**config.mk**
```make
export PLATFORM = sky130hd
export DESIGN_NAME = aws_plan_box
export DESIGN_NICKNAME = d
export VERILOG_FILES = /design/src/design/aws_pkg.sv /design/src/design/aws_plan_box.sv
export SDC_FILE = /design/constraint.sdc
export NUM_CORES = 1
export LEC_CHECK = 0
export BUFFER_PORTS_ARGS = -buffer_cell sky130_fd_sc_hd__buf_2
export CAP_MARGIN = 10
export CORE_AREA = 2 2 276 278
export CTS_CLUSTER_DIAMETER = 60
export DETAILED_ROUTE_END_ITERATION = 10
export DIE_AREA = 0 0 278 280
export SLEW_MARGIN = 0
export SYNTH_ARGS = -nofsm -noshare
export SYNTH_HDL_FRONTEND = slang
export SYNTH_SLANG_ARGS = --single-unit
```
**constraint.sdc**
```tcl
create_clock -name i_clk -period 32 [get_ports i_clk]
set_input_delay 6.4 -clock i_clk [delete_from_list [all_inputs] [get_ports i_clk]]
set_output_delay 6.4 -clock i_clk [all_outputs]
set_load 0.01 [all_outputs]
```
**src/design/aws_pkg.sv**
```systemverilog
// Shared constants, types and helpers for the affine warp stitch addresser.
// No dependencies; every other design file refers to it by scoped names.
package aws_pkg;

    // Fixed field widths
    localparam int COORD_BITS   = 12;
    localparam int FRAC_BITS    = 16;
    localparam int COEF_W       = 32;
    localparam int DIM_W        = 16;
    localparam int PIX_W        = 8;
    localparam int ACT_W        = 2;
    localparam int DIMS_W       = 24;
    localparam int DIMS_FIELD_W = 12;
    localparam int DATA_W       = 32;
    localparam int REG_IDX_W    = 3;
    localparam int ADDR_W       = REG_IDX_W + 2;

    // Datapath widths: coef times a nonnegative coordinate, sum of two products
    // plus a shift, and the integer part after flooring
    localparam int PROD_W = COEF_W + COORD_BITS + 1;
    localparam int SUM_W  = PROD_W + 1;
    localparam int FLR_W  = SUM_W - FRAC_BITS;
    localparam int WIDE_W = FLR_W + 1;

    // Action codes
    localparam logic [ACT_W-1:0] ACT_PLAN  = ACT_W'(0);
    localparam logic [ACT_W-1:0] ACT_LEFT  = ACT_W'(1);
    localparam logic [ACT_W-1:0] ACT_RIGHT = ACT_W'(2);

    // Register indexes
    localparam logic [REG_IDX_W-1:0] REG_COEF_XX    = REG_IDX_W'(0);
    localparam logic [REG_IDX_W-1:0] REG_COEF_XY    = REG_IDX_W'(1);
    localparam logic [REG_IDX_W-1:0] REG_COEF_YX    = REG_IDX_W'(2);
    localparam logic [REG_IDX_W-1:0] REG_COEF_YY    = REG_IDX_W'(3);
    localparam logic [REG_IDX_W-1:0] REG_SHIFT_X    = REG_IDX_W'(4);
    localparam logic [REG_IDX_W-1:0] REG_SHIFT_Y    = REG_IDX_W'(5);
    localparam logic [REG_IDX_W-1:0] REG_LEFT_DIMS  = REG_IDX_W'(6);
    localparam logic [REG_IDX_W-1:0] REG_RIGHT_DIMS = REG_IDX_W'(7);

    typedef logic signed [COEF_W-1:0] t_coef;
    typedef logic [COORD_BITS-1:0]    t_coord;
    typedef logic [PIX_W-1:0]         t_pix;
    typedef logic [DIM_W-1:0]         t_dim;
    typedef logic signed [PROD_W-1:0] t_prod;
    typedef logic signed [SUM_W-1:0]  t_sum;
    typedef logic signed [FLR_W-1:0]  t_flr;
    typedef logic signed [WIDE_W-1:0] t_wide;

    localparam t_coef COEF_ONE = t_coef'(1 << FRAC_BITS);
    localparam t_wide WIDE_SAT = t_wide'((1 << DIM_W) - 1);

    typedef struct packed {
        t_coef  coef_xx;
        t_coef  coef_xy;
        t_coef  coef_yx;
        t_coef  coef_yy;
        t_coef  shift_x;
        t_coef  shift_y;
        t_coord left_cols;
        t_coord left_rows;
        t_coord right_cols;
        t_coord right_rows;
    } t_cfg;

    typedef struct packed {
        logic [ACT_W-1:0] action;
        t_coord           col;
        t_coord           row;
        t_pix             pix;
    } t_item;

    typedef struct packed {
        logic  v;
        t_item item;
        t_prod px_c;
        t_prod px_r;
        t_prod py_c;
        t_prod py_r;
    } t_prod_stage;

    // Corner k: bit 0 selects the last column, bit 1 the last row
    typedef struct packed {
        logic            v;
        t_item           item;
        t_flr [3:0]      fx;
        t_flr [3:0]      fy;
    } t_corner_stage;

    typedef struct packed {
        logic             v;
        logic [ACT_W-1:0] action;
        t_pix             pix;
        t_flr             dst_c;
        t_flr             dst_r;
        t_flr             min_x;
        t_flr             max_x;
        t_flr             min_y;
        t_flr             max_y;
    } t_box_stage;

    function automatic t_flr min_flr(input t_flr a, input t_flr b);
        return (a < b) ? a : b;
    endfunction

    function automatic t_flr max_flr(input t_flr a, input t_flr b);
        return (a > b) ? a : b;
    endfunction

    // Clamp to the 16-bit size range
    function automatic t_dim sat_dim(input t_wide v);
        t_dim res;
        if (v < t_wide'(0)) begin
            res = '0;
        end else if (v > WIDE_SAT) begin
            res = '1;
        end else begin
            res = v[DIM_W-1:0];
        end
        return res;
    endfunction

endpackage

```
**src/design/aws_plan_box.sv**
```systemverilog
// Bounding box stage: min / max over the mapped corners and the right image
// extent, and the pre-offset destination of a pixel. Depends on aws_pkg.
module aws_plan_box (
    input  logic                   i_clk,
    input  logic                   i_rst_n,
    input  aws_pkg::t_corner_stage i_stage,
    input  aws_pkg::t_cfg          i_cfg,
    input  logic                   i_ready,
    output logic                   o_ready,
    output aws_pkg::t_box_stage    o_stage
);

    aws_pkg::t_box_stage r_box, n_box;
    logic                left_ok;
    aws_pkg::t_flr       min_x, max_x, min_y, max_y;
    aws_pkg::t_flr       base_max_x, base_max_y;

    assign o_ready = !r_box.v || i_ready;
    assign o_stage = r_box;
    assign left_ok = (i_cfg.left_cols != '0) && (i_cfg.left_rows != '0);

    always_comb begin
        base_max_x = $signed(aws_pkg::FLR_W'(i_cfg.right_cols)) - aws_pkg::t_flr'(1);
        base_max_y = $signed(aws_pkg::FLR_W'(i_cfg.right_rows)) - aws_pkg::t_flr'(1);
        min_x = aws_pkg::min_flr(
            aws_pkg::min_flr($signed(i_stage.fx[0]), $signed(i_stage.fx[1])),
            aws_pkg::min_flr($signed(i_stage.fx[2]), $signed(i_stage.fx[3])));
        max_x = aws_pkg::max_flr(
            aws_pkg::max_flr($signed(i_stage.fx[0]), $signed(i_stage.fx[1])),
            aws_pkg::max_flr($signed(i_stage.fx[2]), $signed(i_stage.fx[3])));
        min_y = aws_pkg::min_flr(
            aws_pkg::min_flr($signed(i_stage.fy[0]), $signed(i_stage.fy[1])),
            aws_pkg::min_flr($signed(i_stage.fy[2]), $signed(i_stage.fy[3])));
        max_y = aws_pkg::max_flr(
            aws_pkg::max_flr($signed(i_stage.fy[0]), $signed(i_stage.fy[1])),
            aws_pkg::max_flr($signed(i_stage.fy[2]), $signed(i_stage.fy[3])));

        n_box.v      = i_stage.v;
        n_box.action = i_stage.item.action;
        n_box.pix    = i_stage.item.pix;
        // an empty left image contributes no corners
        if (left_ok) begin
            n_box.min_x = aws_pkg::min_flr('0, min_x);
            n_box.min_y = aws_pkg::min_flr('0, min_y);
            n_box.max_x = aws_pkg::max_flr(base_max_x, max_x);
            n_box.max_y = aws_pkg::max_flr(base_max_y, max_y);
        end else begin
            n_box.min_x = '0;
            n_box.min_y = '0;
            n_box.max_x = base_max_x;
            n_box.max_y = base_max_y;
        end
        if (i_stage.item.action == aws_pkg::ACT_LEFT) begin
            n_box.dst_c = $signed(i_stage.fx[3]);
            n_box.dst_r = $signed(i_stage.fy[3]);
        end else begin
            n_box.dst_c = $signed(aws_pkg::FLR_W'(i_stage.item.col));
            n_box.dst_r = $signed(aws_pkg::FLR_W'(i_stage.item.row));
        end
    end

    always_ff @(posedge i_clk) begin
        if (!i_rst_n) begin
            r_box.v <= 1'b0;
        end else if (o_ready) begin
            r_box <= n_box;
        end
    end

endmodule

```
==> flow_summary.json <==
{
  "ys.flop_type": "edfxtp_1",
  "drt-wirelength-per-cell_um": 22.36,
  "worst_slew_pin_slew_ps": 1226,
  "finalCritPeriodShare": 0.5221,
  "setup_viol": 0,
  "numCtsBuffers": 17,
  "critical_path_class": "input port to flip-flop",
  "r2r_slack_ps": 29290,
  "hold_buffers": 0,
  "met2_length_um": 34750,
  "grt_max_degree": 63,
  "place_ws_ps": 14890,
  "area.growth.synth_to_final_pct": 22.32,
  "die_h_um": 280,
  "seq_area_frac_synth": 0.2886,
  "ys_ff_latch": 191,
  "cpMaxStageDelayCell": "o41ai_1",
  "grt_usage": 0.2090,
  "hold_viol_final": 0,
  "finalWirelength_um": 82960,
  "tritoncts": "done",
  "path_depth": 41,
  "via_count": 18930,
  "clk_path_buf_depth": 2,
  "slew_headroom": 0.1720,
  "drive_gt1_frac": 0.2523,
  "synth_cells": 2219,
  "reg2regPathDepth": 4,
  "power_density_nw_per_um2": 50.60,
  "end_kind": "flip-flop",
  "insertion_delay_ps": 520,
  "synth_cell_types": 81,
  "ir_worst_vdd_mv": 0.02777,
  "drt_iter0_drc": 1630,
  "wl_met3_um": 7551,
  "critPathRequiredTime_ps": 32200,
  "drv_slew": 0,
  "path_buf_inv": 4,
  "ant_nets": 0,
  "setup_slack_ps": 15290,
  "syn-num-nets": 3017,
  "fin_skew_ps": 23.33,
  "start_kind": "input port",
  "hold_class": "flip-flop to flip-flop",
  "cap_violations": 0,
  "worst_ep_arrival_time_ps": 16900,
  "via_per_inst": 5.100,
  "dp_hpwl_um": 70080,
  "cts_root_buf": "clkbuf_16",
  "htreeDepth": 4,
  "fmax_ghz": 0.05986,
  "rsz0062_at_grt": "false",
  "period_minus_slack_ps": 16710,
  "grt_overflow": 0,
  "syn_area_um2": 19840,
  "hp-start": "o_stage[190]$_SDFFE_PN0N_",
  "clk_pin_slew_ps": 90,
  "numPortBuffers": 517,
  "p_leak_uw": 0.01173,
  "grt_pass1_vias": 18120,
  "drc": 0,
  "core_um2": 75190,
  "cpPeakStageDelay_ps": 980,
  "rows": 101,
  "final_nets": 3500,
  "status": "finished, final reports clean",
  "grt_pass1_wl_um": 119200,
  "largest_reg_flops": 191,
  "ios": 710,
  "min_delay_path_depth": 2,
  "crit_fanout": 28,
  "cts.sinks": 191,
  "start_util": 0.2639,
  "final_common_cell": "buf_2",
  "async_reset_ff_frac": 0,
  "crit_family": "compound AO/OA/AOI/OAI gates",
  "hold_path_end": "o_stage[190]$_SDFFE_PN0N_",
  "grt_antenna_before_repair": 50,
  "ys.warnings.count": 0,
  "met1Wirelength_um": 39340,
  "layout_common_cells": "517 x buf_2, 280 x ha_1, 251 x inv_1, 219 x nor2_1, 209 x a21oi_1",
  "top_layer_used": "met5",
  "globalplace.congestion": 1.015,
  "dieWidth_um": 278,
  "cts_setup_buffers": 0,
  "reg2reg_to": "o_stage[5]$_DFFE_PP_",
  "synth_edf_count": 190,
  "timing.critical_path.mode_cell": "a21oi_1",
  "dr.pass1.iters": 7,
  "fin_tns_setup_ps": 0,
  "reg2reg_from": "o_stage[190]$_SDFFE_PN0N_",
  "syn_avg_cell_area_um2": 8.942,
  "die-area_um2": 77840,
  "cts-resized-gates": 0
}
synth_stat cells (all sizes together), types with 6 or more instances:
master,number,area share
o221ai,10,0.0044
and3,13,0.0041
a221oi,9,0.0040
mux2i,190,0.096
a21oi,210,0.053
or4,7,0.0030
or3,12,0.0038
and4,10,0.0044
buf,29,0.0072
ha,280,0.18
inv,251,0.047
a31oi,6,0.0019
nor4,29,0.0095
nor2b,34,0.011
edfxtp,190,0.29
or2,6,0.0019
nand3,30,0.0076
and2,41,0.013
mux2,91,0.052
a21boi,7,0.0026
xnor2,22,0.0097
a221o,8,0.0040
a21o,45,0.017
o21ai,101,0.025
nand4,69,0.022
xor2,10,0.0044
o211ai,10,0.0045
nor3,25,0.0069
o21a,7,0.0026
clkbuf,47,0.0089
nor2,219,0.041
nand2,92,0.017
a211oi,11,0.0047
nand2b,30,0.0095
area by class of cell:
cell class	count	area [um^2]
diodes	18	45.04
flip-flops and latches	191	5725
inverters	251	942.2
clock inverters	15	177.7
fillers	7910	50920
clock buffers	17	425.4
well taps	978	1224
multi-input cells	1701	12970
repair buffers	540	2760
routing by layer:
metal  global-route usage  up-vias
met3              0.05862       93
met5                    0        -
met1               0.3013     8909
met2               0.3090      777
met4              0.04130       38
li1                     -     9108
how the worst max path moves through the flow:
stage,start,endpoint,slack (ps)
after detailed placement,i_stage[217],o_stage[69]$_DFFE_PP_,14890
after global routing,i_stage[217],o_stage[61]$_DFFE_PP_,14530
after global placement,i_stage[217],o_stage[71]$_DFFE_PP_,14900
after CTS,i_stage[217],o_stage[61]$_DFFE_PP_,15440
after floorplan,i_stage[211],o_stage[79]$_DFFE_PP_,16830
final,i_stage[218],o_stage[61]$_DFFE_PP_,15290
worst min-delay path, delay by kind of cell, from the launching register on:
kind | cells | cell delay (ps)
simple gates | 1 | 100
compound gates | 1 | 90
flops | 1 | 320
per-stage QoR:
stage          std cells  power (uW)  hold slack, ps  utilization  area (um^2)
5_1_grt             3697        1313           606.5       0.3223        24240
4_1_cts             3693        1232           545.0       0.3222        24230
2_1_floorplan       2219       759.0           609.6            -        19840
3_5_place_dp        3661       983.1           530.3       0.3142        23620
6_report            3711        1228           543.4       0.3228        24270
3_3_place_gp        3661       979.7           517.8       0.3142        23620
report_power, final:
part,switching (uW),internal (uW)
Sequential,10.8,332
Clock,131,112
Combinational,400,242
cells by family (layout without fill, tap and decap cells):
family | count (synthesis) | in the layout | share of synthesized area
flops | 191 | 191 | 0.2886
xor+xnor | 32 | 32 | 0.01412
buf+inv | 327 | 823 | 0.06356
fa+ha+maj | 284 | 284 | 0.1786
mux | 281 | 281 | 0.1475
other cells | 0 | 18 | 0
simple gates | 633 | 633 | 0.1623
compound gates | 471 | 471 | 0.1454
Note: power is estimated with default switching activity, not from simulation.
