<file path="config.mk">
export PLATFORM = sky130hd
export DESIGN_NAME = aws_map_pipe
export DESIGN_NICKNAME = d
export VERILOG_FILES = /design/src/design/aws_pkg.sv /design/src/design/aws_map_pipe.sv
export SDC_FILE = /design/constraint.sdc
export NUM_CORES = 2
export LEC_CHECK = 0
export BUFFER_PORTS_ARGS = -buffer_cell sky130_fd_sc_hd__buf_2
export CORE_ASPECT_RATIO = 0.75
export CORE_MARGIN = 3
export CORE_UTILIZATION = 65
export CTS_CLUSTER_SIZE = 25
export DETAILED_ROUTE_END_ITERATION = 7
export PLACE_DENSITY = 0.85
export SLEW_MARGIN = 25
export SYNTH_ARGS = -nofsm -noshare
export SYNTH_HDL_FRONTEND = slang
export SYNTH_SLANG_ARGS = --single-unit
export TNS_END_PERCENT = 10
</file>
<file path="constraint.sdc">
create_clock -name i_clk -period 32.8 [get_ports i_clk]
set_clock_uncertainty 0.1 [all_clocks]
set_input_delay 6.56 -clock i_clk [delete_from_list [all_inputs] [get_ports i_clk]]
set_output_delay 6.56 -clock i_clk [all_outputs]
set_load 0.005 [all_outputs]
</file>
<file path="src/design/aws_pkg.sv">
// Shared constants, types and helpers for the affine warp stitch addresser.
// No dependencies; every other design file refers to it by scoped names.
package aws_pkg;

    // Fixed field widths
    localparam int COORD_BITS   = 12;
    localparam int FRAC_BITS    = 16;
    localparam int COEF_W       = 32;
    localparam int DIM_W        = 16;
    localparam int PIX_W        = 8;
    localparam int ACT_W        = 2;
    localparam int DIMS_W       = 24;
    localparam int DIMS_FIELD_W = 12;
    localparam int DATA_W       = 32;
    localparam int REG_IDX_W    = 3;
    localparam int ADDR_W       = REG_IDX_W + 2;

    // Datapath widths: coef times a nonnegative coordinate, sum of two products
    // plus a shift, and the integer part after flooring
    localparam int PROD_W = COEF_W + COORD_BITS + 1;
    localparam int SUM_W  = PROD_W + 1;
    localparam int FLR_W  = SUM_W - FRAC_BITS;
    localparam int WIDE_W = FLR_W + 1;

    // Action codes
    localparam logic [ACT_W-1:0] ACT_PLAN  = ACT_W'(0);
    localparam logic [ACT_W-1:0] ACT_LEFT  = ACT_W'(1);
    localparam logic [ACT_W-1:0] ACT_RIGHT = ACT_W'(2);

    // Register indexes
    localparam logic [REG_IDX_W-1:0] REG_COEF_XX    = REG_IDX_W'(0);
    localparam logic [REG_IDX_W-1:0] REG_COEF_XY    = REG_IDX_W'(1);
    localparam logic [REG_IDX_W-1:0] REG_COEF_YX    = REG_IDX_W'(2);
    localparam logic [REG_IDX_W-1:0] REG_COEF_YY    = REG_IDX_W'(3);
    localparam logic [REG_IDX_W-1:0] REG_SHIFT_X    = REG_IDX_W'(4);
    localparam logic [REG_IDX_W-1:0] REG_SHIFT_Y    = REG_IDX_W'(5);
    localparam logic [REG_IDX_W-1:0] REG_LEFT_DIMS  = REG_IDX_W'(6);
    localparam logic [REG_IDX_W-1:0] REG_RIGHT_DIMS = REG_IDX_W'(7);

    typedef logic signed [COEF_W-1:0] t_coef;
    typedef logic [COORD_BITS-1:0]    t_coord;
    typedef logic [PIX_W-1:0]         t_pix;
    typedef logic [DIM_W-1:0]         t_dim;
    typedef logic signed [PROD_W-1:0] t_prod;
    typedef logic signed [SUM_W-1:0]  t_sum;
    typedef logic signed [FLR_W-1:0]  t_flr;
    typedef logic signed [WIDE_W-1:0] t_wide;

    localparam t_coef COEF_ONE = t_coef'(1 << FRAC_BITS);
    localparam t_wide WIDE_SAT = t_wide'((1 << DIM_W) - 1);

    typedef struct packed {
        t_coef  coef_xx;
        t_coef  coef_xy;
        t_coef  coef_yx;
        t_coef  coef_yy;
        t_coef  shift_x;
        t_coef  shift_y;
        t_coord left_cols;
        t_coord left_rows;
        t_coord right_cols;
        t_coord right_rows;
    } t_cfg;

    typedef struct packed {
        logic [ACT_W-1:0] action;
        t_coord           col;
        t_coord           row;
        t_pix             pix;
    } t_item;

    typedef struct packed {
        logic  v;
        t_item item;
        t_prod px_c;
        t_prod px_r;
        t_prod py_c;
        t_prod py_r;
    } t_prod_stage;

    // Corner k: bit 0 selects the last column, bit 1 the last row
    typedef struct packed {
        logic            v;
        t_item           item;
        t_flr [3:0]      fx;
        t_flr [3:0]      fy;
    } t_corner_stage;

    typedef struct packed {
        logic             v;
        logic [ACT_W-1:0] action;
        t_pix             pix;
        t_flr             dst_c;
        t_flr             dst_r;
        t_flr             min_x;
        t_flr             max_x;
        t_flr             min_y;
        t_flr             max_y;
    } t_box_stage;

    function automatic t_flr min_flr(input t_flr a, input t_flr b);
        return (a < b) ? a : b;
    endfunction

    function automatic t_flr max_flr(input t_flr a, input t_flr b);
        return (a > b) ? a : b;
    endfunction

    // Clamp to the 16-bit size range
    function automatic t_dim sat_dim(input t_wide v);
        t_dim res;
        if (v < t_wide'(0)) begin
            res = '0;
        end else if (v > WIDE_SAT) begin
            res = '1;
        end else begin
            res = v[DIM_W-1:0];
        end
        return res;
    endfunction

endpackage

</file>
<file path="src/design/aws_map_pipe.sv">
// Front of the pipeline: input register, the four shared coefficient
// multipliers, and the floored corner / pixel sums. Depends on aws_pkg.
module aws_map_pipe (
    input  logic                  i_clk,
    input  logic                  i_rst_n,
    input  logic                  i_valid,
    input  aws_pkg::t_item        i_item,
    input  aws_pkg::t_cfg         i_cfg,
    input  logic                  i_ready,
    output logic                  o_stall,
    output aws_pkg::t_corner_stage o_stage
);

    logic                    r_in_v;
    aws_pkg::t_item          r_in;
    aws_pkg::t_prod_stage    r_prod, n_prod;
    aws_pkg::t_corner_stage  r_crn, n_crn;
    logic                    rdy_in, rdy_prod, rdy_crn;
    aws_pkg::t_coord         col_op, row_op;
    aws_pkg::t_sum           sx0, sx1, sx2, sx3, sy0, sy1, sy2, sy3;

    assign rdy_crn  = !r_crn.v || i_ready;
    assign rdy_prod = !r_prod.v || rdy_crn;
    assign rdy_in   = !r_in_v || rdy_prod;
    assign o_stall  = !rdy_in;
    assign o_stage  = r_crn;

    // A plan feeds the last left column and row into the multipliers;
    // a pixel feeds its own coordinates.
    always_comb begin
        if (r_in.action == aws_pkg::ACT_PLAN) begin
            col_op = i_cfg.left_cols - aws_pkg::t_coord'(1);
            row_op = i_cfg.left_rows - aws_pkg::t_coord'(1);
        end else begin
            col_op = r_in.col;
            row_op = r_in.row;
        end
        n_prod.v    = r_in_v;
        n_prod.item = r_in;
        n_prod.px_c = i_cfg.coef_xx * $signed({1'b0, col_op});
        n_prod.px_r = i_cfg.coef_xy * $signed({1'b0, row_op});
        n_prod.py_c = i_cfg.coef_yx * $signed({1'b0, col_op});
        n_prod.py_r = i_cfg.coef_yy * $signed({1'b0, row_op});
    end

    always_comb begin
        sx0 = aws_pkg::t_sum'(i_cfg.shift_x);
        sx1 = sx0 + aws_pkg::t_sum'(r_prod.px_c);
        sx2 = sx0 + aws_pkg::t_sum'(r_prod.px_r);
        sx3 = sx1 + aws_pkg::t_sum'(r_prod.px_r);
        sy0 = aws_pkg::t_sum'(i_cfg.shift_y);
        sy1 = sy0 + aws_pkg::t_sum'(r_prod.py_c);
        sy2 = sy0 + aws_pkg::t_sum'(r_prod.py_r);
        sy3 = sy1 + aws_pkg::t_sum'(r_prod.py_r);
        n_crn.v    = r_prod.v;
        n_crn.item = r_prod.item;
        // floor toward minus infinity: drop the fraction bits
        n_crn.fx[0] = sx0[aws_pkg::SUM_W-1:aws_pkg::FRAC_BITS];
        n_crn.fx[1] = sx1[aws_pkg::SUM_W-1:aws_pkg::FRAC_BITS];
        n_crn.fx[2] = sx2[aws_pkg::SUM_W-1:aws_pkg::FRAC_BITS];
        n_crn.fx[3] = sx3[aws_pkg::SUM_W-1:aws_pkg::FRAC_BITS];
        n_crn.fy[0] = sy0[aws_pkg::SUM_W-1:aws_pkg::FRAC_BITS];
        n_crn.fy[1] = sy1[aws_pkg::SUM_W-1:aws_pkg::FRAC_BITS];
        n_crn.fy[2] = sy2[aws_pkg::SUM_W-1:aws_pkg::FRAC_BITS];
        n_crn.fy[3] = sy3[aws_pkg::SUM_W-1:aws_pkg::FRAC_BITS];
    end

    always_ff @(posedge i_clk) begin
        if (!i_rst_n) begin
            r_in_v   <= 1'b0;
            r_prod.v <= 1'b0;
            r_crn.v  <= 1'b0;
        end else begin
            if (rdy_in) begin
                r_in_v <= i_valid;
                r_in   <= i_item;
            end
            if (rdy_prod) begin
                r_prod <= n_prod;
            end
            if (rdy_crn) begin
                r_crn <= n_crn;
            end
        end
    end

endmodule

</file>
==> flow_summary.json <==
{
  "clk_pin_slew_ps": 70,
  "dp_hpwl_um": 165000,
  "synth_edf_count": 494,
  "grt_max_degree": 150,
  "grt_pass1_wl_um": 333000,
  "drt-initial-drc-count": 4893,
  "pin_count": 554,
  "met1_length_um": 79400,
  "cts_inserted_buffers": 53,
  "top_layer": "met5",
  "cts_resized": 0,
  "yosysTopAreaCell": "fa_1",
  "drt_first_pass_iters": 6,
  "insertion_delay_ps": 680,
  "area_growth_pct": 7.35,
  "drc": 0,
  "drive_gt1_frac": 0.0830,
  "synth.top_cells.by_count": "1,554 x inv_1, 1,354 x fa_1, 1,183 x nand2_1",
  "wl_um": 207000,
  "num_vias": 59494,
  "fillers": 8526,
  "cap_violations": 0,
  "worst-setup-path-type": "in2reg",
  "avgSynthCellArea_um2": 9.61,
  "viasPerCell": 5.85,
  "finalCriticalPeriod_ps": 14540,
  "core_um2": 119000,
  "antenna_found_initial": 46,
  "wl_per_cell_um": 20.4,
  "fp.dieArea_um2": 125000,
  "async_flop_share": 0,
  "synth_ff_type": "edfxtp_1",
  "rows": 109,
  "worstPathArrival_ps": 14850,
  "grt_overflow": 0,
  "rsz0062_at_grt": "false",
  "synth_top_area_frac": 0.344,
  "path_max_fanout": 64,
  "cts_sinks": 497,
  "synth_seq_cells": 497,
  "relSlewSlack": 0.320,
  "syn_nets": 10494,
  "wl_met2_um": 96400,
  "cts.path.max_buffers": 3,
  "cts-htree-levels": 2,
  "wl_met3_um": 22500,
  "start_kind": "input pin",
  "hp-class": "reg2reg",
  "setup_viol": 0,
  "synth_area_um2": 78800,
  "drv_slew": 0,
  "final.setup.tns_ps": 0,
  "fp.dieW_um": 408,
  "synthMostInstantiatedCell": "inv_1",
  "ys_warn_count": 0,
  "yosysSeqAreaShare": 0.189,
  "period_share": 0.443,
  "start_util": 0.662,
  "die_h_um": 307,
  "place_congestion": 0.980,
  "max_freq_mhz": 68.8,
  "worstPathRequired_ps": 33100,
  "ys_types": 84,
  "track_usage": 0.335,
  "worst_pin_slew_ps": 1020,
  "cts_hold_buf": 0,
  "nets": 10774,
  "status": "complete, no violations",
  "yosys-top-cells-area": "fa_1 34%, edfxtp_1 19%, ha_1 11%",
  "cp-end-kind": "flop",
  "cts_tree": "done",
  "post-cts-setup-buffers": 0,
  "root_buffer": "clkbuf_16",
  "port_buffers": 529,
  "synth_cells": 8198,
  "hold_viol": 0,
  "grt_pass1_vias": 62897,
  "drtAntennaViolNets": 0
}
==> cells in the final DEF, fill, tap and decap left out, types with 33 or more instances in the layout <==
| cell type | count |
|---|---|
| o21ai_1 | 46 |
| fa_1 | 1354 |
| o21ai_0 | 135 |
| nor2_1 | 222 |
| buf_2 | 529 |
| nor2b_1 | 295 |
| xnor2_1 | 255 |
| a211oi_1 | 33 |
| ha_1 | 664 |
| o21bai_1 | 52 |
| a31oi_1 | 36 |
| a21o_1 | 171 |
| nor3_1 | 74 |
| o21a_1 | 54 |
| a21oi_1 | 328 |
| diode_2 | 35 |
| inv_1 | 1554 |
| nand3_1 | 71 |
| nand2b_1 | 55 |
| and3_1 | 35 |
| edfxtp_1 | 494 |
| and2_1 | 298 |
| clkbuf_16 | 53 |
| xor2_1 | 103 |
| nand2_1 | 1183 |
| nand4_1 | 51 |
==> logic make-up after synthesis <==
logic type,synth area share
xor+xnor,0.0398
flops,0.189
buf+inv,0.0916
mux,0.000381
compound gates,0.0867
simple gates,0.143
fa+ha+maj,0.450
==> worst paths after layout <==
| kind | slack, ps | end | from | cells past startpoint |
|---|---|---|---|---|
| min | 310 | o_stage[251] | n_crn[251] | 0 |
| min reg2reg | 310 | o_stage[251] | n_crn[251] | 0 |
| max reg2reg | 24160 | r_prod[43] | n_prod[212] | 25 |
| max | 18260 | r_prod[88] | i_cfg[36] | 28 |
==> critical path: stages <==
cell	delay [ps]
buf_2	130
or3_1	440
nor3_2	540
nand2_1	230
nor3_1	230
xnor2_1	170
o21ai_4	150
buf_4	700
nand2_1	160
fa_1	510
inv_1	50
fa_1	550
fa_1	470
fa_1	510
inv_1	50
fa_1	470
inv_1	40
ha_1	340
and3_1	260
a221o_1	350
a221o_1	340
a31o_4	240
o2111ai_4	250
a21oi_2	100
o2111a_1	290
o21ai_2	190
a211oi_1	100
a311o_1	340
==> state kept, by name, indices dropped and copies added (netlist names) <==
name	count
r_prod	180
o_stage	247
r_in_v	1
n_crn	35
n_prod	34
==> final cells by class <==
class / instances / area (um2) / area share
Clock buffer: 61 / 1360 / 0.0160
Multi-Input combinational cell: 5807 / 57000 / 0.674
Antenna cell: 35 / 87.6 / 0.00104
Tap cell: 1609 / 2010 / 0.0238
Clock inverter: 34 / 438 / 0.00518
Sequential cell: 497 / 14900 / 0.176
Inverter: 1554 / 5830 / 0.0690
Timing Repair Buffer: 565 / 2980 / 0.0352
==> through the flow <==
stage | hold slack (ps) | area (um2) | setup slack [ps] | std cells | util
after floorplan | 300 | 78800 | 9530 | 8198 | -
after global placement | 300 | 82600 | 17420 | 10029 | 0.694
after detailed placement | 305 | 82600 | 17720 | 10031 | 0.694
after CTS | 306 | 84400 | 18370 | 10126 | 0.709
after global routing | 317 | 84500 | 17910 | 10153 | 0.710
final | 308 | 84600 | 18260 | 10162 | 0.710
==> layer usage <==
layer,global-route usage,up-vias
met5,0,-
met4,0.130,6
met3,0.0825,504
met2,0.547,3160
met1,0.437,29333
li1,-,26491
Power is left out: the tool's default activity adds up to more than one toggle a clock period on the data nets, which glitch-free logic cannot reach.
