--- config.mk ---
export PLATFORM = sky130hd
export DESIGN_NAME = aws_cfg_regs
export DESIGN_NICKNAME = d
export VERILOG_FILES = /design/src/design/aws_pkg.sv /design/src/design/aws_cfg_regs.sv
export SDC_FILE = /design/constraint.sdc
export NUM_CORES = 1
export LEC_CHECK = 0
export BUFFER_PORTS_ARGS = -buffer_cell sky130_fd_sc_hd__buf_2
export CAP_MARGIN = 20
export CORE_UTILIZATION = 50
export DETAILED_ROUTE_END_ITERATION = 12
export PLACE_DENSITY = 0.77
export SLEW_MARGIN = 20
export SYNTH_ARGS = -nofsm -noshare
export SYNTH_HDL_FRONTEND = slang
export SYNTH_SLANG_ARGS = --single-unit
export TNS_END_PERCENT = 10
--- constraint.sdc ---
create_clock -name i_clk -period 2.78 [get_ports i_clk]
set_clock_uncertainty 0.2 [all_clocks]
set_input_delay 0.695 -clock i_clk [delete_from_list [all_inputs] [get_ports i_clk]]
set_output_delay 0.695 -clock i_clk [all_outputs]
set_load 0.005 [all_outputs]
--- src/design/aws_pkg.sv ---
// Shared constants, types and helpers for the affine warp stitch addresser.
// No dependencies; every other design file refers to it by scoped names.
package aws_pkg;

    // Fixed field widths
    localparam int COORD_BITS   = 12;
    localparam int FRAC_BITS    = 16;
    localparam int COEF_W       = 32;
    localparam int DIM_W        = 16;
    localparam int PIX_W        = 8;
    localparam int ACT_W        = 2;
    localparam int DIMS_W       = 24;
    localparam int DIMS_FIELD_W = 12;
    localparam int DATA_W       = 32;
    localparam int REG_IDX_W    = 3;
    localparam int ADDR_W       = REG_IDX_W + 2;

    // Datapath widths: coef times a nonnegative coordinate, sum of two products
    // plus a shift, and the integer part after flooring
    localparam int PROD_W = COEF_W + COORD_BITS + 1;
    localparam int SUM_W  = PROD_W + 1;
    localparam int FLR_W  = SUM_W - FRAC_BITS;
    localparam int WIDE_W = FLR_W + 1;

    // Action codes
    localparam logic [ACT_W-1:0] ACT_PLAN  = ACT_W'(0);
    localparam logic [ACT_W-1:0] ACT_LEFT  = ACT_W'(1);
    localparam logic [ACT_W-1:0] ACT_RIGHT = ACT_W'(2);

    // Register indexes
    localparam logic [REG_IDX_W-1:0] REG_COEF_XX    = REG_IDX_W'(0);
    localparam logic [REG_IDX_W-1:0] REG_COEF_XY    = REG_IDX_W'(1);
    localparam logic [REG_IDX_W-1:0] REG_COEF_YX    = REG_IDX_W'(2);
    localparam logic [REG_IDX_W-1:0] REG_COEF_YY    = REG_IDX_W'(3);
    localparam logic [REG_IDX_W-1:0] REG_SHIFT_X    = REG_IDX_W'(4);
    localparam logic [REG_IDX_W-1:0] REG_SHIFT_Y    = REG_IDX_W'(5);
    localparam logic [REG_IDX_W-1:0] REG_LEFT_DIMS  = REG_IDX_W'(6);
    localparam logic [REG_IDX_W-1:0] REG_RIGHT_DIMS = REG_IDX_W'(7);

    typedef logic signed [COEF_W-1:0] t_coef;
    typedef logic [COORD_BITS-1:0]    t_coord;
    typedef logic [PIX_W-1:0]         t_pix;
    typedef logic [DIM_W-1:0]         t_dim;
    typedef logic signed [PROD_W-1:0] t_prod;
    typedef logic signed [SUM_W-1:0]  t_sum;
    typedef logic signed [FLR_W-1:0]  t_flr;
    typedef logic signed [WIDE_W-1:0] t_wide;

    localparam t_coef COEF_ONE = t_coef'(1 << FRAC_BITS);
    localparam t_wide WIDE_SAT = t_wide'((1 << DIM_W) - 1);

    typedef struct packed {
        t_coef  coef_xx;
        t_coef  coef_xy;
        t_coef  coef_yx;
        t_coef  coef_yy;
        t_coef  shift_x;
        t_coef  shift_y;
        t_coord left_cols;
        t_coord left_rows;
        t_coord right_cols;
        t_coord right_rows;
    } t_cfg;

    typedef struct packed {
        logic [ACT_W-1:0] action;
        t_coord           col;
        t_coord           row;
        t_pix             pix;
    } t_item;

    typedef struct packed {
        logic  v;
        t_item item;
        t_prod px_c;
        t_prod px_r;
        t_prod py_c;
        t_prod py_r;
    } t_prod_stage;

    // Corner k: bit 0 selects the last column, bit 1 the last row
    typedef struct packed {
        logic            v;
        t_item           item;
        t_flr [3:0]      fx;
        t_flr [3:0]      fy;
    } t_corner_stage;

    typedef struct packed {
        logic             v;
        logic [ACT_W-1:0] action;
        t_pix             pix;
        t_flr             dst_c;
        t_flr             dst_r;
        t_flr             min_x;
        t_flr             max_x;
        t_flr             min_y;
        t_flr             max_y;
    } t_box_stage;

    function automatic t_flr min_flr(input t_flr a, input t_flr b);
        return (a < b) ? a : b;
    endfunction

    function automatic t_flr max_flr(input t_flr a, input t_flr b);
        return (a > b) ? a : b;
    endfunction

    // Clamp to the 16-bit size range
    function automatic t_dim sat_dim(input t_wide v);
        t_dim res;
        if (v < t_wide'(0)) begin
            res = '0;
        end else if (v > WIDE_SAT) begin
            res = '1;
        end else begin
            res = v[DIM_W-1:0];
        end
        return res;
    endfunction

endpackage

--- src/design/aws_cfg_regs.sv ---
// Register file behind the APB-style configuration port: map coefficients,
// shifts and image dimensions. Depends on aws_pkg.
module aws_cfg_regs (
    input  logic                        i_clk,
    input  logic                        i_rst_n,
    input  logic                        psel,
    input  logic                        penable,
    input  logic                        pwrite,
    input  logic [aws_pkg::ADDR_W-1:0]  paddr,
    input  logic [aws_pkg::DATA_W-1:0]  pwdata,
    output logic                        pready,
    output logic [aws_pkg::DATA_W-1:0]  prdata,
    output aws_pkg::t_cfg               o_cfg
);

    aws_pkg::t_coef                    r_coef_xx, r_coef_xy, r_coef_yx, r_coef_yy;
    aws_pkg::t_coef                    r_shift_x, r_shift_y;
    logic [aws_pkg::DIMS_W-1:0]        r_left_dims, r_right_dims;
    logic [aws_pkg::REG_IDX_W-1:0]     reg_idx;
    logic                              wr_en;

    assign pready  = 1'b1;
    assign reg_idx = paddr[aws_pkg::ADDR_W-1:2];
    assign wr_en   = psel & penable & pwrite;

    always_ff @(posedge i_clk) begin
        if (!i_rst_n) begin
            r_coef_xx    <= aws_pkg::COEF_ONE;
            r_coef_xy    <= '0;
            r_coef_yx    <= '0;
            r_coef_yy    <= aws_pkg::COEF_ONE;
            r_shift_x    <= '0;
            r_shift_y    <= '0;
            r_left_dims  <= '0;
            r_right_dims <= '0;
        end else if (wr_en) begin
            case (reg_idx)
                aws_pkg::REG_COEF_XX:    r_coef_xx    <= pwdata;
                aws_pkg::REG_COEF_XY:    r_coef_xy    <= pwdata;
                aws_pkg::REG_COEF_YX:    r_coef_yx    <= pwdata;
                aws_pkg::REG_COEF_YY:    r_coef_yy    <= pwdata;
                aws_pkg::REG_SHIFT_X:    r_shift_x    <= pwdata;
                aws_pkg::REG_SHIFT_Y:    r_shift_y    <= pwdata;
                aws_pkg::REG_LEFT_DIMS:  r_left_dims  <= pwdata[aws_pkg::DIMS_W-1:0];
                aws_pkg::REG_RIGHT_DIMS: r_right_dims <= pwdata[aws_pkg::DIMS_W-1:0];
                default: ;
            endcase
        end
    end

    always_comb begin
        case (reg_idx)
            aws_pkg::REG_COEF_XX:    prdata = r_coef_xx;
            aws_pkg::REG_COEF_XY:    prdata = r_coef_xy;
            aws_pkg::REG_COEF_YX:    prdata = r_coef_yx;
            aws_pkg::REG_COEF_YY:    prdata = r_coef_yy;
            aws_pkg::REG_SHIFT_X:    prdata = r_shift_x;
            aws_pkg::REG_SHIFT_Y:    prdata = r_shift_y;
            aws_pkg::REG_LEFT_DIMS:  prdata = aws_pkg::DATA_W'(r_left_dims);
            aws_pkg::REG_RIGHT_DIMS: prdata = aws_pkg::DATA_W'(r_right_dims);
            default:                 prdata = '0;
        endcase
    end

    always_comb begin
        o_cfg.coef_xx    = r_coef_xx;
        o_cfg.coef_xy    = r_coef_xy;
        o_cfg.coef_yx    = r_coef_yx;
        o_cfg.coef_yy    = r_coef_yy;
        o_cfg.shift_x    = r_shift_x;
        o_cfg.shift_y    = r_shift_y;
        o_cfg.left_cols  = r_left_dims[aws_pkg::COORD_BITS-1:0];
        o_cfg.left_rows  = r_left_dims[aws_pkg::DIMS_FIELD_W +: aws_pkg::COORD_BITS];
        o_cfg.right_cols = r_right_dims[aws_pkg::COORD_BITS-1:0];
        o_cfg.right_rows = r_right_dims[aws_pkg::DIMS_FIELD_W +: aws_pkg::COORD_BITS];
    end

endmodule

==> metrics.md <==
| Metric | Value |
|---|---|
| # diodes | `0` |
| Setup violators final | `1` |
| Worst-Margin Slew | `665 ps` |
| Seq pwr share | `46.7%` |
| P_sw | `0.00174 W` |
| Worst hold start | `r_left_dims[16]$_SDFFE_PN0P_` |
| Outcome | `finished with violations` |
| Worst setup SP type | `input port` |
| EDFF count, synth | `0` |
| Clock-pin slew on the worst setup and hold paths | `60 ps` |
| Initial DRC Count | `828` |
| Clk Latency, worst-skew pair | `520 ps` |
| Number of global-route vias before repair | `10516` |
| Internal power | `0.00573 W` |
| #FFs+latches synth | `240` |
| Fin nets | `1717` |
| TNS Setup | `-36.5 ps` |
| Main area contributors after synthesis | `dfxtp_1, nand2_1, a21boi_0` |
| Slew Limit Headroom | `55.6%` |
| Total wire length | `40.5 mm` |
| Pre-antenna DRT Iters | `5` |
| Min-Delay Endpoint | `r_left_dims[16]$_SDFFE_PN0P_` |
| Netlist Area Pre-Place | `11100 um^2` |
| Mean post-synth cell area | `8.02 um^2` |
| PwrDens | `518 nW/um^2` |
| Cells after Synth | `1384` |
| # hold bufs at CTS | `0` |
| Failing checks | `negative setup slack` |
| Fin area | `14400 um^2` |
| Count leader, synth | `nand2_1` |
| Final Hold Viols | `0` |
| Largest net degree at the start of global routing | `69` |
| Synth area leader | `dfxtp_1` |
| Number of buffers created by CTS | `24` |
| Starting Density | `50.8%` |
| Part of the cycle the worst path needs | `101%` |
| DRC viols | `0` |
| Cell leakage power | `6.06 nW` |
| Worst hold-check path type | `reg2reg` |
| VDD IR max | `0.489 mV` |
| Worst Path Max Fanout | `8` |
| CTS tree | `built` |
| Share of the synthesized area in the top cell type | `43.3%` |
| Filler cell count | `1766` |
| Hold Crit Depth | `2` |
| Vias per cell | `5.74` |
| H-tree levels | `1` |
| Layout Cells excl Fill | `1971` |
| Reg2reg start | `r_right_dims[14]$_SDFFE_PN0P_` |
| Die Y | `151 um` |
| First-pass GRT wire length | `58.8 mm` |
| Worst reg2reg path depth | `2` |
| Ys async rst share | `0%` |
| CTS Root Cell | `clkbuf_16` |
| Placed inst area | `13200 um^2` |
| Reg2reg setup slack | `1820 ps` |
| Core box area | `21800 um^2` |
| Layout area overhead | `29.9%` |
| Synth Warn # | `0` |
| CP arrival | `1920 ps` |
| Reg2Reg Capture Point | `r_right_dims[14]$_SDFFE_PN0P_` |
| Required time of the critical path | `1880 ps` |
| Placed Cells | `1918` |
| Synth top cells by count | `nand2_1, dfxtp_1, a21boi_0, a21boi_1, buf_2` |
| Fmax | `355 MHz` |
| Yosys cell types | `40` |
| Clk pwr share | `44.5%` |
| Sequential-to-total area share from yosys stat | `43.3%` |
| Placer congestion estimate | `0.863` |
| Final HPWL DP | `26.2 mm` |
| Port Buf Inserts | `311` |
| # rows | `54` |
| Post-layout min period | `2820 ps` |
| Antenna violations before repair | `0` |
| Grt ovf | `0` |
| Net Sw Frac | `23.2%` |
| DP Worst Slack | `-333 ps` |
| Tot GR Track Use | `33.9%` |
| Crit Path Category | `in2out` |
| Comb power frac | `8.8%` |
| # IOs | `315` |
| Die area | `22800 um^2` |
| CTS max path bufs | `3` |
| Routed vias | `11313` |
| Worst setup EP type | `output port` |
| Ratio of cells with drive above 1 in the final layout | `29.1%` |
| Max-cap violations | `0` |
| Final WS setup | `-36.5 ps` |
| Routed wire per std cell | `20.5 um` |
| Post-synth top flop | `dfxtp_1` |
| Synthesized net count | `1426` |
| Sink Count | `240` |
| Die width | `151 um` |
| RSZ-0062 raised after global routing | `yes` |
| Max Slew Vio Count | `0` |
| Post-route ant nets | `0` |
-- per-layer routing --
metal  wire (um)  part of all wire (%)  global-route usage (%)
met5           0                     0                       0
met4        1970                   4.9                    17.2
met3        4010                   9.9                    6.57
met2       18700                    46                    54.9
met1       15800                    39                    42.9
-- logic make-up after synthesis --
kind of cell	after synthesis	share of synthesized area, %
AOI/OAI and AO/OA	349	24.2
and+or+nand+nor	580	20.8
DFF	240	43.3
muxes	46	4.19
other	1	0.0338
buffers and inverters	168	7.43
-- worst max-delay path by stage --
stage,start,endpoint
2_1_floorplan,paddr[3],prdata[11]
3_3_place_gp,paddr[4],prdata[21]
3_5_place_dp,paddr[4],prdata[21]
4_1_cts,paddr[3],prdata[15]
5_1_grt,paddr[3],prdata[14]
6_report,paddr[3],prdata[28]
-- flip-flops by register name, summed over array words and instances (netlist names) --
| register | flops |
|---|---|
| r_coef_yx | 32 |
| r_coef_xx | 32 |
| r_shift_x | 32 |
| r_coef_xy | 32 |
| r_right_dims | 24 |
| r_left_dims | 24 |
| r_shift_y | 32 |
| r_coef_yy | 32 |
-- metrics by stage --
stage	hold slack (ps)	total power [W]	utilization, %
detailed placement	259	0.00414	60.4
CTS	255	0.00743	64.3
global placement	252	0.00413	60.4
floorplan	261	0.00389	-
finish	265	0.00747	66.1
global route	273	0.00768	66.1
-- critical path, stage by stage --
cell,delay (ps)
buf_16,130
nor2b_4,130
buf_6,140
buf_12,140
a22o_1,180
a222oi_1,320
nor2_1,60
buf_2,130
-- area by class of cell --
type / instances / area [um^2] / area share [%]
clock inverters: 4 / 70.1 / 0.486
clock buffers: 38 / 734 / 5.10
repair buffers: 400 / 2590 / 18.0
well taps: 280 / 350 / 2.43
multi-input cells: 976 / 5740 / 39.8
flip-flops and latches: 240 / 4800 / 33.3
inverters: 33 / 124 / 0.859
-- power by group through the flow --
stage | clock network (W) | registers (W) | logic (W)
6_report | 0.00333 | 0.00349 | 0.000660
5_1_grt | 0.00350 | 0.00349 | 0.000696
4_1_cts | 0.00335 | 0.00348 | 0.000590
3_5_place_dp | 0 | 0.00356 | 0.000579
3_3_place_gp | 0 | 0.00356 | 0.000573
2_1_floorplan | 0 | 0.00356 | 0.000332
-- placed cells by master, fill, tap and decap left out, drive strengths merged, types with 3 or more instances in the layout --
master and count:
dfxtp 240, a222oi 4, nand2 487, mux2i 42, o2bb2ai 18, a21boi 238, nor3 4, a22o 12
nor2b 12, buf 396, nor2 57, a21oi 13, a32oi 4, o21ai 5, or2 4, o221ai 3
mux2 4, nand3 3, a221oi 42, o22a 3, nand2b 7, o22ai 4, clkbuf 42, inv 33
-- timing repair --
item,CTS,global route
cloned,0,4
gates resized for setup,17,39
endpoints found under the setup margin,32,26
pin swaps,0,3
setup buffers,0,7
Power figures use the tool's default switching activity.
