**src/design/aws_pkg.sv**
```systemverilog
// Shared constants, types and helpers for the affine warp stitch addresser.
// No dependencies; every other design file refers to it by scoped names.
package aws_pkg;

    // Fixed field widths
    localparam int COORD_BITS   = 12;
    localparam int FRAC_BITS    = 16;
    localparam int COEF_W       = 32;
    localparam int DIM_W        = 16;
    localparam int PIX_W        = 8;
    localparam int ACT_W        = 2;
    localparam int DIMS_W       = 24;
    localparam int DIMS_FIELD_W = 12;
    localparam int DATA_W       = 32;
    localparam int REG_IDX_W    = 3;
    localparam int ADDR_W       = REG_IDX_W + 2;

    // Datapath widths: coef times a nonnegative coordinate, sum of two products
    // plus a shift, and the integer part after flooring
    localparam int PROD_W = COEF_W + COORD_BITS + 1;
    localparam int SUM_W  = PROD_W + 1;
    localparam int FLR_W  = SUM_W - FRAC_BITS;
    localparam int WIDE_W = FLR_W + 1;

    // Action codes
    localparam logic [ACT_W-1:0] ACT_PLAN  = ACT_W'(0);
    localparam logic [ACT_W-1:0] ACT_LEFT  = ACT_W'(1);
    localparam logic [ACT_W-1:0] ACT_RIGHT = ACT_W'(2);

    // Register indexes
    localparam logic [REG_IDX_W-1:0] REG_COEF_XX    = REG_IDX_W'(0);
    localparam logic [REG_IDX_W-1:0] REG_COEF_XY    = REG_IDX_W'(1);
    localparam logic [REG_IDX_W-1:0] REG_COEF_YX    = REG_IDX_W'(2);
    localparam logic [REG_IDX_W-1:0] REG_COEF_YY    = REG_IDX_W'(3);
    localparam logic [REG_IDX_W-1:0] REG_SHIFT_X    = REG_IDX_W'(4);
    localparam logic [REG_IDX_W-1:0] REG_SHIFT_Y    = REG_IDX_W'(5);
    localparam logic [REG_IDX_W-1:0] REG_LEFT_DIMS  = REG_IDX_W'(6);
    localparam logic [REG_IDX_W-1:0] REG_RIGHT_DIMS = REG_IDX_W'(7);

    typedef logic signed [COEF_W-1:0] t_coef;
    typedef logic [COORD_BITS-1:0]    t_coord;
    typedef logic [PIX_W-1:0]         t_pix;
    typedef logic [DIM_W-1:0]         t_dim;
    typedef logic signed [PROD_W-1:0] t_prod;
    typedef logic signed [SUM_W-1:0]  t_sum;
    typedef logic signed [FLR_W-1:0]  t_flr;
    typedef logic signed [WIDE_W-1:0] t_wide;

    localparam t_coef COEF_ONE = t_coef'(1 << FRAC_BITS);
    localparam t_wide WIDE_SAT = t_wide'((1 << DIM_W) - 1);

    typedef struct packed {
        t_coef  coef_xx;
        t_coef  coef_xy;
        t_coef  coef_yx;
        t_coef  coef_yy;
        t_coef  shift_x;
        t_coef  shift_y;
        t_coord left_cols;
        t_coord left_rows;
        t_coord right_cols;
        t_coord right_rows;
    } t_cfg;

    typedef struct packed {
        logic [ACT_W-1:0] action;
        t_coord           col;
        t_coord           row;
        t_pix             pix;
    } t_item;

    typedef struct packed {
        logic  v;
        t_item item;
        t_prod px_c;
        t_prod px_r;
        t_prod py_c;
        t_prod py_r;
    } t_prod_stage;

    // Corner k: bit 0 selects the last column, bit 1 the last row
    typedef struct packed {
        logic            v;
        t_item           item;
        t_flr [3:0]      fx;
        t_flr [3:0]      fy;
    } t_corner_stage;

    typedef struct packed {
        logic             v;
        logic [ACT_W-1:0] action;
        t_pix             pix;
        t_flr             dst_c;
        t_flr             dst_r;
        t_flr             min_x;
        t_flr             max_x;
        t_flr             min_y;
        t_flr             max_y;
    } t_box_stage;

    function automatic t_flr min_flr(input t_flr a, input t_flr b);
        return (a < b) ? a : b;
    endfunction

    function automatic t_flr max_flr(input t_flr a, input t_flr b);
        return (a > b) ? a : b;
    endfunction

    // Clamp to the 16-bit size range
    function automatic t_dim sat_dim(input t_wide v);
        t_dim res;
        if (v < t_wide'(0)) begin
            res = '0;
        end else if (v > WIDE_SAT) begin
            res = '1;
        end else begin
            res = v[DIM_W-1:0];
        end
        return res;
    endfunction

endpackage

```
**src/design/aws_place.sv**
```systemverilog
// Final stage: offsets and mosaic size from a plan, bounds check of a pixel
// write, and the output register. Depends on aws_pkg.
module aws_place (
    input  logic                 i_clk,
    input  logic                 i_rst_n,
    input  aws_pkg::t_box_stage  i_stage,
    input  logic                 i_stall,
    output logic                 o_ready,
    output logic                 o_valid,
    output logic                 o_write_valid,
    output aws_pkg::t_dim        o_dest_col,
    output aws_pkg::t_dim        o_dest_row,
    output aws_pkg::t_pix        o_pixel_out,
    output aws_pkg::t_dim        o_frame_width,
    output aws_pkg::t_dim        o_frame_height
);

    aws_pkg::t_dim  r_offset_col, r_offset_row, r_mosaic_width, r_mosaic_height;
    aws_pkg::t_dim  n_offset_col, n_offset_row, n_mosaic_width, n_mosaic_height;
    logic           r_out_v;
    logic           r_write_valid, n_write_valid;
    aws_pkg::t_dim  r_dest_col, r_dest_row, n_dest_col, n_dest_row;
    aws_pkg::t_pix  r_pixel_out, n_pixel_out;
    aws_pkg::t_wide dc, dr;
    logic           is_pixel, in_bounds;

    function automatic aws_pkg::t_wide widen_dim(input aws_pkg::t_dim v);
        return aws_pkg::t_wide'({1'b0, v});
    endfunction

    assign o_ready        = !r_out_v || !i_stall;
    assign o_valid        = r_out_v;
    assign o_write_valid  = r_write_valid;
    assign o_dest_col     = r_dest_col;
    assign o_dest_row     = r_dest_row;
    assign o_pixel_out    = r_pixel_out;
    assign o_frame_width  = r_mosaic_width;
    assign o_frame_height = r_mosaic_height;

    always_comb begin
        n_offset_col    = r_offset_col;
        n_offset_row    = r_offset_row;
        n_mosaic_width  = r_mosaic_width;
        n_mosaic_height = r_mosaic_height;
        if (i_stage.action == aws_pkg::ACT_PLAN) begin
            // the box minimum is never positive, so its negation is the offset
            n_offset_col   = aws_pkg::sat_dim(-aws_pkg::t_wide'(i_stage.min_x));
            n_offset_row   = aws_pkg::sat_dim(-aws_pkg::t_wide'(i_stage.min_y));
            n_mosaic_width = aws_pkg::sat_dim(aws_pkg::t_wide'(i_stage.max_x)
                             + widen_dim(n_offset_col) + aws_pkg::t_wide'(1));
            n_mosaic_height = aws_pkg::sat_dim(aws_pkg::t_wide'(i_stage.max_y)
                             + widen_dim(n_offset_row) + aws_pkg::t_wide'(1));
        end
    end

    always_comb begin
        dc = aws_pkg::t_wide'(i_stage.dst_c) + widen_dim(r_offset_col);
        dr = aws_pkg::t_wide'(i_stage.dst_r) + widen_dim(r_offset_row);
        is_pixel = (i_stage.action == aws_pkg::ACT_LEFT)
                || (i_stage.action == aws_pkg::ACT_RIGHT);
        in_bounds = (dc >= aws_pkg::t_wide'(0)) && (dc < widen_dim(r_mosaic_width))
                 && (dr >= aws_pkg::t_wide'(0)) && (dr < widen_dim(r_mosaic_height));
        n_write_valid = is_pixel && in_bounds;
        n_dest_col    = n_write_valid ? dc[aws_pkg::DIM_W-1:0] : '0;
        n_dest_row    = n_write_valid ? dr[aws_pkg::DIM_W-1:0] : '0;
        n_pixel_out   = n_write_valid ? i_stage.pix : '0;
    end

    always_ff @(posedge i_clk) begin
        if (!i_rst_n) begin
            r_out_v         <= 1'b0;
            r_offset_col    <= '0;
            r_offset_row    <= '0;
            r_mosaic_width  <= '0;
            r_mosaic_height <= '0;
        end else if (o_ready) begin
            r_out_v <= i_stage.v;
            if (i_stage.v) begin
                r_offset_col    <= n_offset_col;
                r_offset_row    <= n_offset_row;
                r_mosaic_width  <= n_mosaic_width;
                r_mosaic_height <= n_mosaic_height;
            end
        end
    end

    always_ff @(posedge i_clk) begin
        if (o_ready && i_stage.v) begin
            r_write_valid <= n_write_valid;
            r_dest_col    <= n_dest_col;
            r_dest_row    <= n_dest_row;
            r_pixel_out   <= n_pixel_out;
        end
    end

endmodule

```
**config.mk**
```make
export PLATFORM = sky130hd
export DESIGN_NAME = aws_place
export DESIGN_NICKNAME = d
export VERILOG_FILES = /design/src/design/aws_pkg.sv /design/src/design/aws_place.sv
export SDC_FILE = /design/constraint.sdc
export NUM_CORES = 1
export LEC_CHECK = 0
export ABC_AREA = 1
export BUFFER_PORTS_ARGS = -buffer_cell sky130_fd_sc_hd__buf_2
export CAP_MARGIN = 5
export CORE_UTILIZATION = 48
export CTS_CLUSTER_SIZE = 20
export DETAILED_ROUTE_END_ITERATION = 8
export PLACE_DENSITY = 0.71
export SLEW_MARGIN = 25
export SYNTH_ARGS = -nofsm -noshare
export SYNTH_HDL_FRONTEND = slang
export SYNTH_SLANG_ARGS = --single-unit
```
**constraint.sdc**
```tcl
create_clock -name i_clk -period 7.34 [get_ports i_clk]
set_input_delay 0.734 -clock i_clk [delete_from_list [all_inputs] [get_ports i_clk]]
set_output_delay 0.734 -clock i_clk [all_outputs]
set_load 0.02 [all_outputs]
```
==> run summary <==
The flow ran to the end, and the final reports show no timing, DRC or antenna violations. The detailed-route wire length per cell is 15.09 um. The residual DRC count is 0.

The final-layout fill cell count is 2996. TritonCTS created 9 clock buffers. The post-synthesis net count is 2811. After synthesis the cells add up to 14270 sq um. The maximum vdd drop is 0.1454 mV. The total power after layout came out at 0.001949 W. The first global-routing pass estimated 76000 um of wire. Setup violations remaining at the end of the flow were counted as 0. The placed wire-length estimate after detailed placement came out at 41200 um.

The clock input transition at the sequential cells of the worst setup and hold paths is 80 ps. The total vias in the final route came out at 16440. Once the clock tree was built, the setup fixing pass inserted 0 buffers. The core region is 28940 sq um. The share of the clock period used by the worst path after layout is 72.05%.

In this run, post-CTS repair resized a total of 0 instances. The final layout contains 3062 nets. For this design, the CTS-stage hold fixing added 0 buffers.

The critical path in this run is classified as in -> reg. Across the whole layout, storage elements account for 2532 sq um. The count of endpoints failing hold in the final timing report is 0. At the later pin of the worst-skew pair, clock insertion delay measures 360 ps. The count of H-tree levels built during CTS is 3. Synthesis inferred 106 register bits.

STA classifies the critical path startpoint as an input port. Before antenna repair, the detailed router went through 9 iterations. The number of distinct library cells after synthesis is 46. Buffers placed on the I/O ports in this run total 268. TritonCTS built the clock tree. The sequential area share after synthesis is 17.75%. The total global routing track utilization is 30.90%. The most common cell after layout, fill and taps aside is sky130_fd_sc_hd__nand2_1. The leakage power is 8.920 nW.

The multi-input combinational cells in the finished layout cover a total of 9892 sq um. The critical path arrival is 5490 ps. The post-route setup TNS came out at 0 ps. The final routed wirelength across all metal layers is 47610 um. The sum of overflow across all layers after global routing is 0. Of all nets on the critical path, the largest fanout is 16. On the critical path, the stage with the largest delay is an instance of sky130_fd_sc_hd__fa_1. A synthesized cell averages 5.675 sq um. The maximum clock frequency came out at 189.1 MHz. STA puts the critical path data required time at 7540 ps. The cell area power density came out at 120.0 nW/um^2. The violation count after the first detailed-routing iteration is 1190.

The worst-margin pin slew is 960.7 ps. The initial antenna violation count is 4. The worst hold-check slack came out at 483.3 ps. Using the TritonRoute via totals, the vias-per-cell ratio works out to 5.209. Entering global routing, the biggest net connects 43 pins.

The share of synthesized registers carrying an async set or reset is 0%. STA classifies the critical path endpoint as a register. The clock sink count came out at 106. Setup repair after global routing left no endpoint under its margin. Synthesis handed over a netlist of 2514 instances. The number of buffers on the longest clock path came out at 2. For this run, the leading register cell type out of synthesis is sky130_fd_sc_hd__dfxtp_1.

At the end of the flow the core is filled with cells to 56.13%. The via count of the first global-routing pass is 15090. The number of enable-type register cells in the synthesized netlist came out at 41. The number of cell rows came out at 62. The share of layout cells above drive strength 1 came out at 13.79%.

The starting density of the core came out at 49.31%. The remaining max-slew budget at the tightest pin came out at 35.56%. 269 I/O pins were placed. The tree is rooted in a sky130_fd_sc_hd__clkbuf_16. The worst path needs 5288 ps of the cycle, external delays included. The die covers 30420 sq um. Measured along the x axis, the die boundary spans 174.4 um.

Counting stages on the worst path, the most repeated cell is sky130_fd_sc_hd__nand2_1. The tool flagged a number of max-cap violations equal to 0. The height of the die is 174.4 um. The number of nets with antenna violations after detailed routing came out at 0. The Yosys step of the flow raised 0 warnings. The growth of design area from synthesis to finish is 13.83%. The top cell types in the final layout, fill and taps aside, are 907 x sky130_fd_sc_hd__nand2_1, 431 x sky130_fd_sc_hd__inv_1, 268 x sky130_fd_sc_hd__buf_2.

In this design, the stage delay of the slowest critical-path cell is 460 ps. In this run the worst hold path is classified as reg -> reg. The worst clock skew is 13.69 ps. The number of max-slew violations in the final report came out at 0. The global placement routability congestion came out at 1.015.
[critical path, delay by kind of cell]
kind / cells / cell delay [ps]
compound gates: 3 / 210
fa+ha+maj: 3 / 960
buf+inv: 4 / 490
simple gates: 24 / 3090
[kinds of logic (layout without fill, tap and decap cells)]
group	after synthesis	count (layout)	synth area share [%]
compound gates	215	215	8.051
xor+xnor	66	66	4.052
fa+ha+maj	103	103	9.243
buf+inv	468	724	13.00
flops	106	106	17.75
other cells	0	2	0
simple gates	1556	1556	47.91
[Yosys cell counts (all sizes together) (2+ instances only)]
| cell type | n | area share (%) |
|---|---|---|
| nand2 | 917 | 24 |
| inv | 435 | 11 |
| nor2 | 285 | 8.0 |
| nand3 | 192 | 7.1 |
| a21oi | 129 | 4.6 |
| ha | 99 | 8.7 |
| dfxtp | 65 | 9.1 |
| nor3 | 64 | 3.8 |
| o21ai | 63 | 2.2 |
| nand4 | 60 | 2.7 |
| xor2 | 48 | 2.9 |
| edfxtp | 41 | 8.6 |
| nand3b | 21 | 1.1 |
| xnor2 | 18 | 1.1 |
| buf | 16 | 1.1 |
| clkbuf | 16 | 0.42 |
| o21bai | 10 | 0.53 |
| and2 | 6 | 0.26 |
| or2 | 6 | 0.26 |
| fa | 4 | 0.56 |
| a21o | 3 | 0.16 |
| o31ai | 3 | 0.19 |
| nor3b | 2 | 0.18 |
| nor4 | 2 | 0.088 |
| o211ai | 2 | 0.11 |
[final cells by class]
type                    count  share of cell area (%)
well taps                 384                   2.958
flip-flops and latches    106                   15.59
clock buffers               9                   1.387
diodes                      2                 0.03082
multi-input cells        1940                   60.91
repair buffers            272                   8.444
inverters                 436                   10.08
clock inverters             7                  0.6009
[state kept, by name (all words and copies together) (netlist names)]
| signal | count |
|---|---|
| o_dest_col | 16 |
| o_dest_row | 16 |
| o_frame_height | 16 |
| o_frame_width | 16 |
| o_pixel_out | 8 |
| o_valid | 1 |
| o_write_valid | 1 |
| r_offset_col | 16 |
| r_offset_row | 16 |
[where the power goes]
group | total, W | switching (W) | internal, W
Sequential | 0.000652 | 0.0000171 | 0.000635
Clock | 0.000508 | 0.000234 | 0.000274
Combinational | 0.000789 | 0.000525 | 0.000264
[final timing paths]
check / from / to / slack [ps] / cells past startpoint
max reg2reg: r_offset_col[0] / o_pixel_out[7] / 2910 / 17
min: o_frame_height[8] / o_frame_height[8] / 480 / 2
max: i_stage[90] / o_frame_width[3] / 2050 / 34
min reg2reg: o_frame_height[8] / o_frame_height[8] / 480 / 2
[metal layers]
metal / wire (um) / global-route usage, % / up-vias
met5: 25 / 0 / -
met4: 1067 / 8.406 / 4
met3: 3468 / 3.828 / 72
met2: 20850 / 50.00 / 638
met1: 22200 / 43.00 / 7309
li1: - / - / 8416
[through the flow]
| step | cells | setup slack, ps | cell area, sq um |
|---|---|---|---|
| 2_1_floorplan | 2514 | 3120 | 14270 |
| 3_3_place_gp | 3138 | 1867 | 15910 |
| 3_5_place_dp | 3138 | 1759 | 15910 |
| 4_1_cts | 3154 | 2126 | 16240 |
| 5_1_grt | 3154 | 1595 | 16240 |
| 6_report | 3156 | 2052 | 16240 |
Note: power is estimated with default switching activity, not from simulation.
